--- config.mk ---
export PLATFORM = sky130hd
export DESIGN_NAME = contrast_stretch_unit_flat
export DESIGN_NICKNAME = d
export VERILOG_FILES = /design/src/design/cs_pkg.sv /design/src/design/cs_in_if.sv /design/src/design/cs_out_if.sv /design/src/design/cs_range.sv /design/src/design/cs_mul_div.sv /design/src/design/contrast_stretch_unit.sv /design/src/flat_wrapper.sv
export SDC_FILE = /design/constraint.sdc
export NUM_CORES = 1
export LEC_CHECK = 0
export ABC_AREA = 1
export BUFFER_PORTS_ARGS = -buffer_cell sky130_fd_sc_hd__buf_2
export CORE_UTILIZATION = 40
export CTS_CLUSTER_DIAMETER = 50
export CTS_CLUSTER_SIZE = 12
export DETAILED_ROUTE_END_ITERATION = 7
export RECOVER_POWER = 50
export SETUP_SLACK_MARGIN = 0.1
export SLEW_MARGIN = 20
export SYNTH_ARGS = -nofsm -noshare
export SYNTH_HDL_FRONTEND = slang
export SYNTH_HIERARCHICAL = 1
export SYNTH_SLANG_ARGS = --single-unit
--- constraint.sdc ---
create_clock -name clk -period 5.5 [get_ports clk]
set_input_delay 0.275 -clock clk [delete_from_list [all_inputs] [get_ports clk]]
set_output_delay 0.275 -clock clk [all_outputs]
set_load 0.01 [all_outputs]
--- src/design/cs_pkg.sv ---
// ----------------------------------------------------------------------------
// cs_pkg - contrast stretch shared constants
// Widths and reset values used across the contrast stretch block.
// ----------------------------------------------------------------------------
package cs_pkg;

  // grey levels on the ports and in the gain register
  localparam int GRAY_BITS = 16;

  // default number of pixel bits taken from each input word
  localparam int PIXEL_BITS_DEF = 16;

  // reset value of the max_gray register
  localparam logic [GRAY_BITS-1:0] MAX_GRAY_RST = 16'd255;

  // input command codes
  localparam logic CMD_MEASURE = 1'b0;
  localparam logic CMD_APPLY   = 1'b1;

endpackage

--- src/design/cs_in_if.sv ---
// ----------------------------------------------------------------------------
// cs_in_if - pixel input channel
// Valid/ready channel that carries one command word with its pixel.
// ----------------------------------------------------------------------------
interface cs_in_if
  import cs_pkg::*;
();
  logic                 valid;
  logic                 ready;
  logic                 command;
  logic [GRAY_BITS-1:0] pixel;
  logic                 last;

  modport source (output valid, output command, output pixel, output last, input ready);
  modport sink   (input valid, input command, input pixel, input last, output ready);
endinterface

--- src/design/cs_out_if.sv ---
// ----------------------------------------------------------------------------
// cs_out_if - stretched pixel output channel
// Valid/ready channel that carries one stretched pixel word.
// ----------------------------------------------------------------------------
interface cs_out_if
  import cs_pkg::*;
();
  logic                 valid;
  logic                 ready;
  logic [GRAY_BITS-1:0] stretched_pixel;
  logic                 last_out;

  modport source (output valid, output stretched_pixel, output last_out, input ready);
  modport sink   (input valid, input stretched_pixel, input last_out, output ready);
endinterface

--- src/design/cs_range.sv ---
// ----------------------------------------------------------------------------
// cs_range - frame range tracker
// Track running min/max over measure words and latch them on the last one.
// ----------------------------------------------------------------------------
module cs_range
  import cs_pkg::*;
#(
  parameter int PIXEL_BITS = PIXEL_BITS_DEF
) (
  input  logic                  clk,
  input  logic                  rst,
  input  logic                  meas_en,
  input  logic                  meas_last,
  input  logic [PIXEL_BITS-1:0] meas_pixel,
  output logic [PIXEL_BITS-1:0] frame_min,
  output logic [PIXEL_BITS-1:0] frame_max
);

  logic [PIXEL_BITS-1:0] running_min;
  logic [PIXEL_BITS-1:0] running_max;
  logic [PIXEL_BITS-1:0] min_next;
  logic [PIXEL_BITS-1:0] max_next;

  assign min_next = (meas_pixel < running_min) ? meas_pixel : running_min;
  assign max_next = (meas_pixel > running_max) ? meas_pixel : running_max;

  always_ff @(posedge clk) begin
    if (rst) begin
      running_min <= '1;
      running_max <= '0;
      frame_min   <= '0;
      frame_max   <= '0;
    end else if (meas_en) begin
      if (meas_last) begin
        // latch the frame range, restart tracking
        frame_min   <= min_next;
        frame_max   <= max_next;
        running_min <= '1;
        running_max <= '0;
      end else begin
        running_min <= min_next;
        running_max <= max_next;
      end
    end
  end

endmodule

--- src/design/cs_mul_div.sv ---
// ----------------------------------------------------------------------------
// cs_mul_div - bit-serial scale and divide
// Shift-add multiply d*g, then restoring divide by s, one bit per cycle.
// ----------------------------------------------------------------------------
module cs_mul_div
  import cs_pkg::*;
#(
  parameter int PIXEL_BITS = PIXEL_BITS_DEF
) (
  input  logic                  clk,
  input  logic                  rst,
  input  logic                  start,
  input  logic [PIXEL_BITS-1:0] d,
  input  logic [PIXEL_BITS-1:0] s,
  input  logic [GRAY_BITS-1:0]  g,
  output logic                  done,
  output logic [GRAY_BITS-1:0]  q
);

  localparam int STEPS = GRAY_BITS;
  localparam int CNT_W = $clog2(STEPS);
  localparam logic [CNT_W-1:0] CNT_LAST = CNT_W'(STEPS - 1);

  typedef enum logic [1:0] {
    P_IDLE,
    P_MUL,
    P_DIV
  } phase_t;

  phase_t                phase;
  logic [CNT_W-1:0]      cnt;
  logic [PIXEL_BITS-1:0] d_r;
  logic [PIXEL_BITS-1:0] s_r;
  logic [PIXEL_BITS-1:0] hi;
  logic [GRAY_BITS-1:0]  lo;

  logic [PIXEL_BITS:0]   add_sum;
  logic [PIXEL_BITS:0]   rem_trial;
  logic [PIXEL_BITS:0]   rem_diff;
  logic                  rem_ge;

  assign add_sum   = {1'b0, hi} + (lo[0] ? {1'b0, d_r} : '0);
  assign rem_trial = {hi, lo[GRAY_BITS-1]};
  assign rem_diff  = rem_trial - {1'b0, s_r};
  assign rem_ge    = (rem_trial >= {1'b0, s_r});
  assign q         = lo;

  always_ff @(posedge clk) begin
    if (rst) begin
      phase <= P_IDLE;
      cnt   <= '0;
      done  <= 1'b0;
    end else begin
      done <= 1'b0;
      case (phase)
        P_IDLE: begin
          if (start) begin
            d_r   <= d;
            s_r   <= s;
            hi    <= '0;
            lo    <= g;
            cnt   <= '0;
            phase <= P_MUL;
          end
        end
        P_MUL: begin
          // add multiplicand on a set multiplier bit, shift product right
          hi  <= add_sum[PIXEL_BITS:1];
          lo  <= {add_sum[0], lo[GRAY_BITS-1:1]};
          cnt <= cnt + 1'b1;
          if (cnt == CNT_LAST) begin
            cnt   <= '0;
            phase <= P_DIV;
          end
        end
        P_DIV: begin
          // trial subtract, shift quotient bit in from the right
          hi  <= rem_ge ? rem_diff[PIXEL_BITS-1:0] : rem_trial[PIXEL_BITS-1:0];
          lo  <= {lo[GRAY_BITS-2:0], rem_ge};
          cnt <= cnt + 1'b1;
          if (cnt == CNT_LAST) begin
            cnt   <= '0;
            done  <= 1'b1;
            phase <= P_IDLE;
          end
        end
        default: begin
          phase <= P_IDLE;
        end
      endcase
    end
  end

endmodule

--- src/design/contrast_stretch_unit.sv ---
// ----------------------------------------------------------------------------
// contrast_stretch_unit - linear contrast stretch, two passes per frame
// Measure words collect the frame range, apply words are scaled to 0..max_gray.
// Flow: an apply word passes setup, the bit-serial shift-add multiply and
//   restoring divide, collect and load before its result is valid, or it is
//   settled in setup when the range is flat or saturation applies.
// Throughput: no new word is taken while an apply word is in flight, and the
//   load step waits while the output register stays full; one measure word
//   per cycle while no apply word is in flight.
// Reset: synchronous active high; max_gray returns to 255, the frame range to
//   0..0 (flat, so apply words give 0) and the running range is emptied.
// ----------------------------------------------------------------------------
module contrast_stretch_unit
  import cs_pkg::*;
#(
  parameter int PIXEL_BITS = PIXEL_BITS_DEF
) (
  input  logic                 clk,
  input  logic                 rst,
  input  logic                 cfg_we,
  input  logic [GRAY_BITS-1:0] cfg_wdata,
  cs_in_if.sink                pixels,
  cs_out_if.source             stretched
);

  typedef enum logic [1:0] {
    S_IDLE,
    S_SETUP,
    S_RUN,
    S_LOAD
  } state_t;

  state_t                state;
  logic [GRAY_BITS-1:0]  max_gray;

  // captured apply word
  logic [PIXEL_BITS-1:0] pix;
  logic                  pix_last;

  // result waiting for the output register
  logic [GRAY_BITS-1:0]  result;

  // output register
  logic                  out_valid;
  logic [GRAY_BITS-1:0]  out_pixel;
  logic                  out_last;

  logic [PIXEL_BITS-1:0] frame_min;
  logic [PIXEL_BITS-1:0] frame_max;
  logic [PIXEL_BITS-1:0] in_pixel;
  logic                  accept;
  logic                  meas_en;

  logic                  range_flat;
  logic                  below_min;
  logic                  above_max;
  logic [PIXEL_BITS-1:0] span;
  logic [PIXEL_BITS-1:0] offset;
  logic                  md_start;
  logic                  md_done;
  logic [GRAY_BITS-1:0]  md_q;
  logic                  out_free;

  // only the low pixel bits take part
  assign in_pixel = pixels.pixel[PIXEL_BITS-1:0];

  // take a word only while no apply word is in flight
  assign pixels.ready = (state == S_IDLE);
  assign accept       = pixels.valid && pixels.ready;
  assign meas_en      = accept && (pixels.command == CMD_MEASURE);

  // configuration register
  always_ff @(posedge clk) begin
    if (rst) begin
      max_gray <= MAX_GRAY_RST;
    end else if (cfg_we) begin
      max_gray <= cfg_wdata;
    end
  end

  cs_range #(
    .PIXEL_BITS (PIXEL_BITS)
  ) u_range (
    .clk        (clk),
    .rst        (rst),
    .meas_en    (meas_en),
    .meas_last  (pixels.last),
    .meas_pixel (in_pixel),
    .frame_min  (frame_min),
    .frame_max  (frame_max)
  );

  // Special cases settle in the setup cycle: a flat range or a pixel at or
  // below the minimum gives 0; a pixel at or above the maximum saturates to
  // max_gray. Everything else has offset < span, so the quotient stays below
  // max_gray (or is 0 when max_gray is 0) and fits the 16-bit shift register.
  assign range_flat = (frame_max <= frame_min);
  assign below_min  = (pix <= frame_min);
  assign above_max  = (pix >= frame_max);
  assign span       = frame_max - frame_min;
  assign offset     = pix - frame_min;
  assign md_start   = (state == S_SETUP) && !range_flat && !below_min && !above_max;

  cs_mul_div #(
    .PIXEL_BITS (PIXEL_BITS)
  ) u_mul_div (
    .clk   (clk),
    .rst   (rst),
    .start (md_start),
    .d     (offset),
    .s     (span),
    .g     (max_gray),
    .done  (md_done),
    .q     (md_q)
  );

  // output register frees up in the same cycle its word is taken
  assign out_free = !out_valid || stretched.ready;

  always_ff @(posedge clk) begin
    if (rst) begin
      state     <= S_IDLE;
      out_valid <= 1'b0;
    end else begin
      if (out_valid && stretched.ready) begin
        out_valid <= 1'b0;
      end
      case (state)
        S_IDLE: begin
          // hold apply words, measure words finish in the range tracker
          if (accept && (pixels.command == CMD_APPLY)) begin
            pix      <= in_pixel;
            pix_last <= pixels.last;
            state    <= S_SETUP;
          end
        end
        S_SETUP: begin
          if (range_flat || below_min) begin
            result <= '0;
            state  <= S_LOAD;
          end else if (above_max) begin
            result <= max_gray;
            state  <= S_LOAD;
          end else begin
            state <= S_RUN;
          end
        end
        S_RUN: begin
          // wait for the serial multiply and divide to drain
          if (md_done) begin
            result <= md_q;
            state  <= S_LOAD;
          end
        end
        S_LOAD: begin
          // advance into the output register once it is free
          if (out_free) begin
            out_valid <= 1'b1;
            out_pixel <= result;
            out_last  <= pix_last;
            state     <= S_IDLE;
          end
        end
        default: begin
          state <= S_IDLE;
        end
      endcase
    end
  end

  assign stretched.valid           = out_valid;
  assign stretched.stretched_pixel = out_pixel;
  assign stretched.last_out        = out_last;

endmodule

--- src/flat_wrapper.sv ---
// flat-port wrapper written by rule: the top's interface ports become plain ports
module contrast_stretch_unit_flat import cs_pkg::*;
#(
  parameter int PIXEL_BITS = PIXEL_BITS_DEF
)
  (clk, rst, cfg_we, cfg_wdata, pixels_valid, pixels_command, pixels_pixel, pixels_last, pixels_ready, stretched_valid, stretched_stretched_pixel, stretched_last_out, stretched_ready);
  cs_in_if pixels_i ();
  cs_out_if stretched_i ();
  input  logic clk;
  input  logic rst;
  input  logic cfg_we;
  input  logic [GRAY_BITS-1:0] cfg_wdata;
  input wire logic [$bits(pixels_i.valid)-1:0] pixels_valid;
  input wire logic [$bits(pixels_i.command)-1:0] pixels_command;
  input wire logic [$bits(pixels_i.pixel)-1:0] pixels_pixel;
  input wire logic [$bits(pixels_i.last)-1:0] pixels_last;
  output wire logic [$bits(pixels_i.ready)-1:0] pixels_ready;
  output wire logic [$bits(stretched_i.valid)-1:0] stretched_valid;
  output wire logic [$bits(stretched_i.stretched_pixel)-1:0] stretched_stretched_pixel;
  output wire logic [$bits(stretched_i.last_out)-1:0] stretched_last_out;
  input wire logic [$bits(stretched_i.ready)-1:0] stretched_ready;
  assign pixels_i.valid = pixels_valid;
  assign pixels_i.command = pixels_command;
  assign pixels_i.pixel = pixels_pixel;
  assign pixels_i.last = pixels_last;
  assign pixels_ready = pixels_i.ready;
  assign stretched_valid = stretched_i.valid;
  assign stretched_stretched_pixel = stretched_i.stretched_pixel;
  assign stretched_last_out = stretched_i.last_out;
  assign stretched_i.ready = stretched_ready;
  contrast_stretch_unit #(.PIXEL_BITS(PIXEL_BITS)) u_core (.clk(clk), .rst(rst), .cfg_we(cfg_we), .cfg_wdata(cfg_wdata), .pixels(pixels_i), .stretched(stretched_i));
endmodule
== After elaboration in Yosys (flattened, before gate mapping) ==
Cells that the tools add are included.

* Output and inout port bits: 19
* Input bits: 39
* Bits in registers: 204
* Logic and storage cells: 106

* Reductions and logical operators: 29
* Order comparisons: 6
* Mux-type cells: 31
* Eq/ne operators: 13
* Bitwise logic cells: 3
* Add/subtract/negate cells: 5

{| class="wikitable"
|+ Operators by type and width
! cell !! count
|-
| $mux 16 || 11
|-
| $pmux 16 s3 || 2
|-
| $sub 16x16->16 || 3
|-
| $le 16x16->1 || 2
|-
| $pmux 16 s2 || 1
|-
| $reduce_and 3->1 || 6
|-
| $add 16x16->17 || 1
|-
| $ge 17x16->1 || 1
|-
| $ge 16x16->1 || 1
|-
| $gt 16x16->1 || 1
|-
| $lt 16x16->1 || 1
|-
| $mux 2 || 7
|-
| $mux 4 || 2
|-
| $ne 2x2->1 const B || 4
|-
| $pmux 2 s4 || 1
|-
| $pmux 4 s2 || 1
|-
| $logic_and 1x1->1 || 7
|-
| $eq 2x2->1 const B || 3
|-
| $pmux 2 s3 || 1
|-
| $mux 1 || 5
|-
| $add 4x1->4 const B || 1
|-
| $eq 2x1->1 const B || 2
|-
| $eq 4x4->1 const B || 1
|-
| $logic_not 1->1 || 4
|-
| other kinds (10) || 18
|}

== Longest topological paths before layout ==
Gate-level depths: netlist of the first run.

* Word-level depth: 7
* Gate-level depth with buffers: 21
* Mapped depth without buffers: 21

== Modules after synthesis ==
Netlist of the first run, hierarchy kept.

{| class="wikitable"
|+ Modules (own cells, without submodules)
! module !! times used !! sequential area each (sq um) !! area an instance (sq um) !! cells an instance
|-
| cs_mul_div || 1 || 2062.0 || 5226.3 || 671
|-
| contrast_stretch_unit || 1 || 1881.8 || 4628.2 || 551
|-
| cs_range || 1 || 1281.2 || 3659.8 || 495
|}

== Worst setup path after synthesis of the first run ==
Ideal clock, no wire load.

* Path kind: register -> register
* Start: register u_core.pix[0]
* End: register u_core.u_mul_div.hi[0], enable pin
* Arrival time: 3.452 ns
* Path buffers: 0
* Period minus slack after synthesis: 3.873 ns
* Required time: 5.079 ns
* Library setup time: 0.421 ns
* Path slack: 1.627 ns
* Cell stages (with the launch flop): 16
* Path through: edfxtp_1 inv_1 ha_1 fa_1 nand3b_1 nand2_1 nand2_1 nand2_1 a21oi_4 nor2_8 nand2_2 nor2_2 inv_1 nand2_1 nand2_1 nor2_1

* Word-level cells in the longest chain between the ends: 6
* Elaborated cells between the ends (all ways): 8
* Those cells by class: order compare: 2; eq/ne: 1; reduce/logical: 5

{| class="wikitable"
|+ RTL lines
! item !! RTL line !! text
|-
| start: declaration || contrast_stretch_unit.sv:37 || <nowiki>logic [PIXEL_BITS-1:0] pix;</nowiki>
|-
| start signal: assignment || contrast_stretch_unit.sv:132 || <nowiki>pix <= in_pixel;</nowiki>
|-
| $le 16x16->1 || contrast_stretch_unit.sv:98 || <nowiki>assign below_min = (pix <= frame_min);</nowiki>
|-
| $logic_not 1->1 || contrast_stretch_unit.sv:102 || <nowiki>assign md_start = (state == S_SETUP) && !range_flat && !below_min && !above_max;</nowiki>
|-
| $logic_and 1x1->1 || contrast_stretch_unit.sv:102 ||
|-
| $logic_and 1x1->1 (*) || contrast_stretch_unit.sv:102 ||
|-
| net u_core.md_start || contrast_stretch_unit.sv:59 || <nowiki>logic md_start;</nowiki>
|-
| $ne 2x1->1 (no line) (*) || - ||
|-
| $reduce_and 3->1 (no line) (*) || - ||
|-
| end signal: assignment || cs_mul_div.sv:68 || <nowiki>hi <= add_sum[PIXEL_BITS:1];</nowiki>
|-
| end signal: assignment || cs_mul_div.sv:78 || <nowiki>hi <= rem_ge ? rem_diff[PIXEL_BITS-1:0] : rem_trial[PIXEL_BITS-1:0];</nowiki>
|-
| end: declaration || cs_mul_div.sv:34 || <nowiki>logic [PIXEL_BITS-1:0] hi;</nowiki>
|}

The timed path passes the listed nets; every way through them passes the cells marked *.
A chain may end at the register's enable or synchronous reset.

== Final worst setup path of the first run ==
* Start: input pixels_pixel[15]
* End: register u_core.u_range.running_max[1]

* Word-level cells in the longest chain between the ends: 3

{| class="wikitable"
|+ RTL lines
! item !! RTL line !! text
|-
| start: declaration || flat_wrapper.sv:15 || <nowiki>input wire logic [$bits(pixels_i.pixel)-1:0] pixels_pixel;</nowiki>
|-
| $gt 16x16->1 || cs_range.sv:25 || <nowiki>assign max_next = (meas_pixel > running_max) ? meas_pixel : running_max;</nowiki>
|-
| $mux 16 || cs_range.sv:25 ||
|-
| $mux 16 || cs_range.sv:34 || <nowiki>if (meas_last) begin</nowiki>
|-
| end signal: assignment || cs_range.sv:42 || <nowiki>running_max <= max_next;</nowiki>
|-
| end: declaration || cs_range.sv:20 || <nowiki>logic [PIXEL_BITS-1:0] running_max;</nowiki>
|}

No other way between the ends.

==> impl_results.md, run 1 <==
* Cell Rows at 66
* Final setup fails at 0
* H-tree depth at 1
* Violated checks: capacitance limit, slew limit
* TNS Setup at 0 ns
* Synth Flop Type: edfxtp_1
* Synthesized area at 13,510 sq um
* RR Startpoint: u_core/u_range/running_max[13]$_SDFFE_PP0P_
* Die W at 185.8 microns
* Worst clock skew at 0.01493 ns
* Slowest CP cell: nand2_1
* Yosys warning total at 6
* CTS max path bufs at 3
* # resized after CTS at 0
* Synth cell types at 46
* Crit path max fanout at 17
* VDD IR max at 0.2414 mV
* Crit-path leading delay family: simple AND/OR/NAND/NOR gates
* Core Region at 32,870 sq um
* Crit path kind: in2reg
* Die H at 185.8 microns
* Status: finished, violations left
* Placed cell area at 14,180 sq um
* FFs w/ async S/R, synth at 0%
* Placement Setup Slack at 2.081 ns
* RSZ-0062 raised after global routing: false
* Final net count at 1,966
* Routed vias at 11,260
* Fraction of layout cells with a size suffix above 1 at 10.14%
* Pin count of the biggest net entering global routing at 35
* Period utilization at 70.66%
* Placed wire-length estimate at 24,760 microns
* Final Hold Fails at 0
* Worst Path Required at 5.83 ns
* R2R setup slack at 1.65 ns
* Port bufs at 57
* Total clock sinks at 204
* Worst setup margin at 1.614 ns
* Number of synthesized flops with an enable pin at 114
* Power per Cell Area at 398.7 nW/um^2
* Hold Path Cell Cnt at 4
* Fmax at 0.2573 GHz
* Fillcell total at 3,359
* Die area at 34,530 sq um
* Area Overhead vs Synth at 13.65%
* Register area share after synthesis at 38.66%
* Synthesized flop and latch total at 204
* Class of the worst hold path: in2reg
* CTS tree: done
* DRT Pass-1 Iters at 5
* Number of vias per cell at 4.970
* Worst slew margin at -24.10%
* Largest stage delay, worst path at 1.26 ns
* Worst-Skew Late Latency at 0.54 ns
* Reg2Reg Depth at 9
* DRC at 0
* Worst Hold End: u_core/stretched.valid$_SDFF_PP0_
* Starting DRT DRC Count at 632
* First-pass GRT wire length at 53,900 microns
* Initial core utilization at 41.12%
* Boundary Pins at 58
* Critical-path cell list: dlygate4sd3_1 > clkbuf_1 > ha_1 > nand4_1 > nor2_1 > nand4_1 > nand2_1 > nand2_1 > nand3_1 > a21oi_1
* Min cycle time layout at 3.886 ns
* CTS Root Cell: clkbuf_16
* Fin. max-slew vios at 30
* WP data arrival at 4.22 ns
* Max-cap viol count at 1
* R2r endpoint: u_core/u_range/running_max[1]$_SDFFE_PP0P_
* Sequential cell area at 5225 sq um
* Static Leak at 6.923 nW
* Number of diodes at 0
* Worst setup EP type: flop
* Vias in the first global route at 10,990
* WL final at 32,560 microns
* CP startpoint kind: input port
* Syn Inst Count at 1,717
* Hold_sp: stretched_ready
* GRT Total Usage at 19.37%
* Initial antenna violation count at 0
* Total grt overflow at 0
* DR WL/cell at 14.37 microns
* Syn Nets at 1,880
* Multi-input logic area at 7112 sq um
* WP buf/inv at 2
* Clock-pin slew on the worst setup and hold paths at 0.06 ns
* Syn_area_per_cell at 7.871 sq um
* Global placer's final weighted congestion at 0.8844
* Worst Tran Pin Value at 1.862 ns
* CTS Buf Count at 28
* Finished Cell Area at 15,360 sq um
* Pwr Total at 6.123 mW
* Routed Antenna Nets at 0
-- sequential cells by signal, indices dropped and copies added, names as in the netlist --
name,count
u_core/u_mul_div/s_r,16
u_core/u_mul_div/phase,2
u_core/pix_last,1
u_core/u_mul_div/cnt,4
u_core/u_range/running_min,16
u_core/max_gray,16
u_core/u_mul_div/q,16
u_core/u_range/frame_min,16
u_core/pix,16
u_core/u_mul_div/done,1
u_core/state,2
u_core/stretched.stretched_pixel,16
u_core/u_range/frame_max,16
u_core/u_range/running_max,16
u_core/stretched.last_out,1
u_core/result,16
u_core/u_mul_div/hi,16
u_core/u_mul_div/d_r,16
u_core/stretched.valid,1
-- worst register-to-register path, cell delays in order, from the launching register on --
cell and delay (ns):
dfxtp_1 0.35, inv_1 0.09, ha_1 0.30, nand4_1 0.16, nor2_1 0.31, nand4_1 0.78
nand2_1 1.26, nand2_1 0.18, nand3_1 0.14, a21oi_1 0.07
-- power breakdown --
part	internal, mW	leakage (nW)	switching, mW
registers	1.93	1.78	0.148
logic	0.768	4.69	1.48
clock network	1.10	0.455	0.694
-- placed cells by master (no fill, tap or decap), drive strengths merged --
cell,synthesis,final
clkinvlp,0,4
and2,7,7
nand4,12,12
ha,120,120
fa,4,4
a211oi,2,2
nor2,111,111
clkbuf,28,73
o21ai,38,38
a21boi,1,1
o31ai,1,1
a21oi,165,165
nand3b,18,18
xor2,16,16
bufinv,0,2
inv,233,239
edfxtp,114,114
clkinv,1,6
dlygate4sd3,0,33
xnor2,17,17
or2,5,5
nand3,192,192
a21o,9,9
a2bb2oi,1,1
nor3,8,8
a31oi,4,4
dfxtp,90,90
buf,17,29
nor4,1,1
o21bai,7,7
nand2,495,495
-- cell usage after synthesis, types with 3 or more instances --
cell type	count	area [sq um]
nand3b_1	18	135.1
o21bai_1	7	52.55
nand3_2	32	320.3
a21o_1	9	67.56
o21ai_0	34	170.2
clkbuf_1	28	105.1
nor2_1	99	371.6
inv_1	231	867.1
a31oi_1	4	25.02
nand2_4	15	168.9
nand2_1	461	1730
nor3_1	7	35.03
or2_2	4	25.02
buf_2	4	20.02
fa_1	4	80.08
and2_1	7	43.79
edfxtp_1	114	3423
nand4_1	10	62.56
xor2_1	16	140.1
ha_1	120	1501
xnor2_1	17	148.9
a21oi_2	21	183.9
nand2_2	19	118.9
nor2_2	8	50.05
nor2_4	3	33.78
dfxtp_1	90	1802
a21oi_1	143	715.7
buf_4	5	37.54
nand3_1	160	800.8
buf_6	6	67.56
-- area by class of cell --
type | instances | share of cell area (%)
sequential | 204 | 34.02
inverter | 234 | 5.719
multi-input combinational | 1234 | 46.31
clock inverter | 17 | 1.116
timing repair buffer | 101 | 4.196
clock buffer | 34 | 5.043
tap | 442 | 3.601
-- worst max path at each step --
stage,startpoint,to,slack [ns],cells past startpoint
final,pixels_pixel[15],u_core/u_range/running_max[1]$_SDFFE_PP0P_,1.61,10
after global routing,pixels_pixel[15],u_core/u_range/running_max[3]$_SDFFE_PP0P_,1.38,10
after CTS,u_core/pix[0]$_DFFE_PP_,u_core/u_mul_div/hi[1]$_DFFE_PP_,2.06,16
after detailed placement,u_core/pix[0]$_DFFE_PP_,u_core/u_mul_div/hi[2]$_DFFE_PP_,2.08,16
after floorplan,u_core/pix[0]$_DFFE_PP_,u_core/u_mul_div/hi[0]$_DFFE_PP_,1.63,15
after global placement,u_core/pix[0]$_DFFE_PP_,u_core/u_mul_div/hi[1]$_DFFE_PP_,2.13,16
-- metal layers --
| layer | track usage [%] | part of all wire, % |
|---|---|---|
| met1 | 26.76 | 49 |
| met2 | 32.34 | 45 |
| met3 | 2.035 | 3.4 |
| met4 | 4.525 | 1.8 |
| met5 | 0 | 0 |
-- through the flow --
step,instances,utilization [%],hold slack (ns)
after floorplan,1717,-,0.3441
after global placement,2182,43.15,0.4043
after detailed placement,2182,43.15,0.4045
after CTS,2266,47.03,0.009065
after global routing,2266,46.73,0.04090
final,2266,46.73,0.03726
-- timing repair --
item | in CTS | in global routing
setup buffers | 0 | 0
endpoints found under the hold margin | 33 | 0
hold buffers | 33 | 0
setup endpoints to repair | 0 | 0
-- kinds of logic (layout without fill, tap and decap cells) --
group / count (synthesis) / count (layout) / synth area share, %
flip-flops: 204 / 204 / 38.66
AND/OR/NAND/NOR: 849 / 849 / 29.40
adder cells (fa/ha/maj): 124 / 124 / 11.70
XOR/XNOR: 33 / 33 / 2.139
AO/OA/AOI/OAI: 228 / 228 / 9.601
buffers and inverters: 279 / 386 / 8.499
No activity file was read; power rests on OpenSTA's default activity.
==> run 2, diff against run 1 <==
==> constraint.sdc (replaced) <==
create_clock -name clk -period 3.33 [get_ports clk]
set_input_delay 0.1665 -clock clk [delete_from_list [all_inputs] [get_ports clk]]
set_output_delay 0.1665 -clock clk [all_outputs]
set_load 0.01 [all_outputs]
==> run 2 against run 1 <==
The run now ends clean. Die area unchanged. Design area up 0.12%. Cell count up 0.22%. Critical path depth up 9. Clock skew up 0.0017 ns. Sequential power up 65%. Highest routed layer unchanged. Clock power up 53%. Via count down 1.2%. Flip-flop and latch count unchanged. Core utilization up 0.057 points. Largest power group unchanged. Combinational power up 67%.
==> impl_results.md, run 2 (same netlist as run 1, synthesis figures left out) <==
* Status: finished clean
* CTS max path bufs at 3
* Fin. max-slew vios at 0
* Number of diodes at 0
* Static Leak at 6.942 nW
* Fmax at 0.3417 GHz
* Total clock sinks at 204
* Worst clock skew at 0.01666 ns
* RR Startpoint: u_core/u_range/frame_max[0]$_SDFFE_PP0P_
* Class of the worst hold path: in2reg
* Die W at 185.8 microns
* First-pass GRT wire length at 52,720 microns
* CTS Root Cell: clkbuf_16
* Boundary Pins at 58
* Fillcell total at 3,310
* Fraction of layout cells with a size suffix above 1 at 10.28%
* Global placer's final weighted congestion at 0.8761
* Starting DRT DRC Count at 629
* Routed Antenna Nets at 0
* Placed wire-length estimate at 24,650 microns
* Final setup fails at 0
* VDD IR max at 0.3964 mV
* WL final at 32,340 microns
* Max-cap viol count at 0
* Setup bufs post-CTS at 0
* Vias in the first global route at 10,860
* Area Overhead vs Synth at 13.79%
* Die area at 34,530 sq um
* Pin count of the biggest net entering global routing at 33
* GRT Total Usage at 18.91%
* Worst Tran Pin Value at 1.008 ns
* Core Region at 32,870 sq um
* Worst-Skew Late Latency at 0.53 ns
* Worst slew margin at 32.83%
* Worst Path Required at 3.54 ns
* RSZ-0062 raised after global routing: false
* Worst setup EP type: flop
* Final net count at 1,973
* Crit path max fanout at 32
* CP startpoint kind: flop
* TNS Setup at 0 ns
* Final Hold Fails at 0
* CTS tree: done
* Layout Cells excl Fill at 2,271
* Routed vias at 11,130
* Period utilization at 87.88%
* Die H at 185.8 microns
* DRT Pass-1 Iters at 5
* Min cycle time layout at 2.926 ns
* Crit path kind: reg2reg
* H-tree depth at 1
* DRC at 0
* Port bufs at 57
* WP data arrival at 3.14 ns
* CTS Buf Count at 26
* Clock-pin slew on the worst setup and hold paths at 0.06 ns
* Initial antenna violation count at 0
* Initial core utilization at 41.12%
* Reg2Reg Depth at 19
* Number of vias per cell at 4.902
* Hold_sp: rst
* DR WL/cell at 14.24 microns
* Power per Cell Area at 646.5 nW/um^2
* CP startpoint: u_core/u_range/frame_max[0]$_SDFFE_PP0P_
* Dpl cells at 2,190
* Total grt overflow at 0
* Most frequent cells in the layout: 462 x nand2_1, 231 x inv_1, 160 x nand3_1
* Cell Rows at 66
* Most common cell after layout, fill and taps aside: nand2_1
* Hold Path Cell Cnt at 3
run 2: cell types whose count changed in the layout (fill, tap and decap cells not counted), sizes merged:
cell and change:
buf +7, clkinv +4, clkinvlp -4, inv -4, clkbuf +1, dlygate4sd3 +1
run 2: timing repair:
| action | CTS | global route |
|---|---|---|
| resized for setup | 0 | 1 |
| endpoints found under the setup margin | 0 | 32 |
| endpoints found under the hold margin | 34 | 0 |
| hold buffers | 34 | 0 |
run 2: metal layers:
metal  vias up  wire, microns  GRT usage, %
met5         -              0             0
met4         0            629         4.754
met3        42           1065         1.780
met2       195          14800         32.16
met1      5060          15840         25.65
li1       5836              -             -
run 2: through the flow:
stage          hold WS, ns  setup slack [ns]  utilization, %  power (mW)  cell area (sq um)
5_1_grt             0.1912            0.1180           46.79       10.65              15380
3_5_place_dp        0.3819            0.3634           43.39       7.209              14260
3_3_place_gp        0.3778            0.4040           43.39       7.158              14260
6_report            0.1788            0.4037           46.79       9.941              15380
2_1_floorplan       0.2356            0.1708               -       6.318              13520
4_1_cts            0.04389            0.3455           47.03       10.04              15460
run 2: cell type report:
type / instances / area, sq um / area share (%)
clock buffer: 34 / 711.9 / 4.630
tap: 442 / 553.0 / 3.596
inverter: 234 / 878.3 / 5.712
multi-input combinational: 1234 / 7141 / 46.44
timing repair buffer: 110 / 723.2 / 4.703
sequential: 204 / 5225 / 33.98
clock inverter: 13 / 145.1 / 0.9439
run 2: path summary, 6_finish.rpt:
kind	to	slack, ns
setup / recovery	u_core/u_mul_div/hi[1]$_DFFE_PP_	0.40
hold / removal	u_core/u_mul_div/cnt[3]$_SDFFE_PP0P_	0.18
setup reg to reg	u_core/u_mul_div/hi[1]$_DFFE_PP_	0.40
hold reg to reg	u_core/stretched.stretched_pixel[6]$_DFFE_PP_	0.42
run 2: worst max-delay path, cell delays in order (launching register included):
cell and delay [ns]:
dfxtp_1 0.35, inv_1 0.05, ha_1 0.20, fa_1 0.41
inv_1 0.07, nand3_1 0.06, nand2_1 0.14, nand2_1 0.07
nand2_1 0.16, nand2_2 0.06, nand2_1 0.07, nand2_2 0.08
nor2_8 0.10, nand2_2 0.06, nor2_2 0.12, inv_1 0.05
nand2_1 0.09, nand2_2 0.12, nor2_4 0.12, buf_12 0.21
run 2: power breakdown:
group          internal (mW)  switching (mW)  leakage, nW  total, mW
Sequential              3.18           0.242         1.78       3.43
Clock                   1.67            1.08        0.421       2.75
Combinational           1.30            2.46         4.74       3.76
==> run 3, diff against run 2 <==
--- a/config.mk
+++ b/config.mk
@@ -8,6 +8,7 @@
 export ABC_AREA = 1
 export BUFFER_PORTS_ARGS = -buffer_cell sky130_fd_sc_hd__buf_2
 export CORE_UTILIZATION = 40
+export CTS_BUF_LIST = sky130_fd_sc_hd__clkbuf_8
 export CTS_CLUSTER_DIAMETER = 50
 export CTS_CLUSTER_SIZE = 12
 export DETAILED_ROUTE_END_ITERATION = 7
==> run 3 against run 2 <==
Clock skew rose by 0.017 ns. Sequential power hardly changed. Core utilization shrank 0.83 points. Critical path type unchanged. Largest cell class unchanged. Largest power group unchanged.
==> impl_results.md, run 3 (same netlist as run 1, synthesis figures left out) <==
* Total clock sinks at 204
* WP buf/inv at 4
* Pin count of the biggest net entering global routing at 33
* RSZ-0062 raised after global routing: false
* Class of the worst hold path: in2reg
* Number of diodes at 0
* CTS tree: done
* Layout Cells excl Fill at 2,274
* Port bufs at 57
* Fillcell total at 3,335
* Sequential cell area at 5225 sq um
* Clock-pin slew on the worst setup and hold paths at 0.08 ns
* H-tree depth at 1
* Global placer's final weighted congestion at 0.8761
* Die W at 185.8 microns
* Vias in the first global route at 10,840
* Worst setup margin at 0.3852 ns
* Max-cap viol count at 0
* WL final at 32,290 microns
* Initial core utilization at 41.12%
* CP startpoint kind: flop
* Multi-input logic area at 7141 sq um
* Min cycle time layout at 2.945 ns
* CTS Buf Count at 26
* DRT Pass-1 Iters at 5
* Final net count at 1,976
* Status: finished clean
* Critical-path cell list: inv_1 > ha_1 > fa_1 > inv_1 > nand3_1 > nand2_1 > nand2_1 > nand2_1 > nand2_2 > nand2_1 > nand2_2 > nor2_8 > nand2_2 > nor2_2 > inv_1 > nand2_1 > nand2_2 > nor2_4 > buf_12
* Fin. max-slew vios at 0
* Die area at 34,530 sq um
* CTS Root Cell: clkbuf_8
* CTS max path bufs at 3
* Boundary Pins at 58
* Worst slew margin at 34.62%
* Cell Rows at 66
* Largest stage delay, worst path at 0.41 ns
* Routed Antenna Nets at 0
* Worst Tran Pin Value at 0.9807 ns
* Initial antenna violation count at 0
* Fin Hold WS at 0.03346 ns
* WP data arrival at 3.20 ns
* VDD IR max at 0.3921 mV
* GRT Total Usage at 18.89%
* Number of vias per cell at 4.925
* Total grt overflow at 0
* Routed vias at 11,200
* Worst-Skew Late Latency at 0.58 ns
* Static Leak at 6.839 nW
* Most common cell after layout, fill and taps aside: nand2_1
* Placed wire-length estimate at 24,650 microns
* DR WL/cell at 14.20 microns
* Worst clock skew at 0.03398 ns
* Pwr Total at 9.127 mW
* Die H at 185.8 microns
* Starting DRT DRC Count at 612
* Fraction of layout cells with a size suffix above 1 at 10.32%
* Crit-path leading delay family: simple AND/OR/NAND/NOR gates
* Most frequent CP cell: nand2_1
* Crit path kind: reg2reg
* Period utilization at 88.43%
* Dpl cells at 2,190
* Crit path max fanout at 32
* Fmax at 0.3396 GHz
* Final setup fails at 0
* Most frequent cells in the layout: 462 x nand2_1, 237 x inv_1, 160 x nand3_1
* Final Hold Fails at 0
* Core Region at 32,870 sq um
* Area Overhead vs Synth at 11.77%
* Power per Cell Area at 604.2 nW/um^2
* Slowest CP cell: fa_1
* First-pass GRT wire length at 52,640 microns
* DRC at 0
* Worst setup EP type: flop
* Worst Path Required at 3.58 ns
* Placement Setup Slack at 0.3634 ns
* TNS Setup at 0 ns
## run 3: cell types whose count changed in the layout (fill, tap and decap cells not counted), sizes merged
cell / delta
inv: +6
clkbuf: -7
buf: +1
dlygate4sd3: +3
## run 3: through the flow
step / instance area, sq um / util (%)
after floorplan: 13520 / -
after global placement: 14260 / 43.39
after detailed placement: 14260 / 43.39
after CTS: 15180 / 46.20
after global routing: 15100 / 45.96
final: 15100 / 45.96
## run 3: what timing repair did
item | 4_1_cts | 5_1_grt
endpoints found under the setup margin | 0 | 32
endpoints found under the hold margin | 34 | 0
hold buffers | 37 | 0
setup buffers | 0 | 0
resized for setup | 0 | 1
## run 3: worst paths after layout
path / start / to / slack, ns / cells past startpoint
max: u_core/u_range/frame_max[0]$_SDFFE_PP0P_ / u_core/u_mul_div/hi[2]$_DFFE_PP_ / 0.39 / 19
min: cfg_we / u_core/max_gray[4]$_SDFFE_PP1P_ / 0.03 / 3
max reg2reg: u_core/u_range/frame_max[0]$_SDFFE_PP0P_ / u_core/u_mul_div/hi[2]$_DFFE_PP_ / 0.39 / 19
min reg2reg: u_core/result[5]$_DFFE_PP_ / u_core/stretched.stretched_pixel[5]$_DFFE_PP_ / 0.42 / 0
## run 3: cell type report
class                           count  share of cell area [%]
Tap cell                          442                   3.661
Sequential cell                   204                   34.59
Multi-Input combinational cell   1234                   47.27
Timing Repair Buffer              113                   4.995
Clock buffer                       28                   2.551
Inverter                          234                   5.815
Clock inverter                     19                   1.110
## run 3: power breakdown
group / switching, mW / leakage (nW) / internal [mW] / total [mW]
Sequential: 0.242 / 1.78 / 3.18 / 3.42
Clock: 0.991 / 0.307 / 0.960 / 1.95
Combinational: 2.45 / 4.75 / 1.30 / 3.75
## run 3: per-layer routing
metal  GRT usage, %  up-vias  part of all wire (%)
li1               -     5840                     -
met1          25.51     5081                    48
met2          32.10      232                    46
met3          1.839       46                   3.7
met4          4.951        0                   2.2
met5              0        -                     0
## run 3: worst register-to-register path: stages (launching register included)
cell     delay, ns
dfxtp_1       0.37
inv_1         0.05
ha_1          0.20
fa_1          0.41
inv_1         0.07
nand3_1       0.06
nand2_1       0.13
nand2_1       0.07
nand2_1       0.16
nand2_2       0.06
nand2_1       0.07
nand2_2       0.08
nor2_8        0.10
nand2_2       0.06
nor2_2        0.12
inv_1         0.05
nand2_1       0.09
nand2_2       0.12
nor2_4        0.12
buf_12        0.21
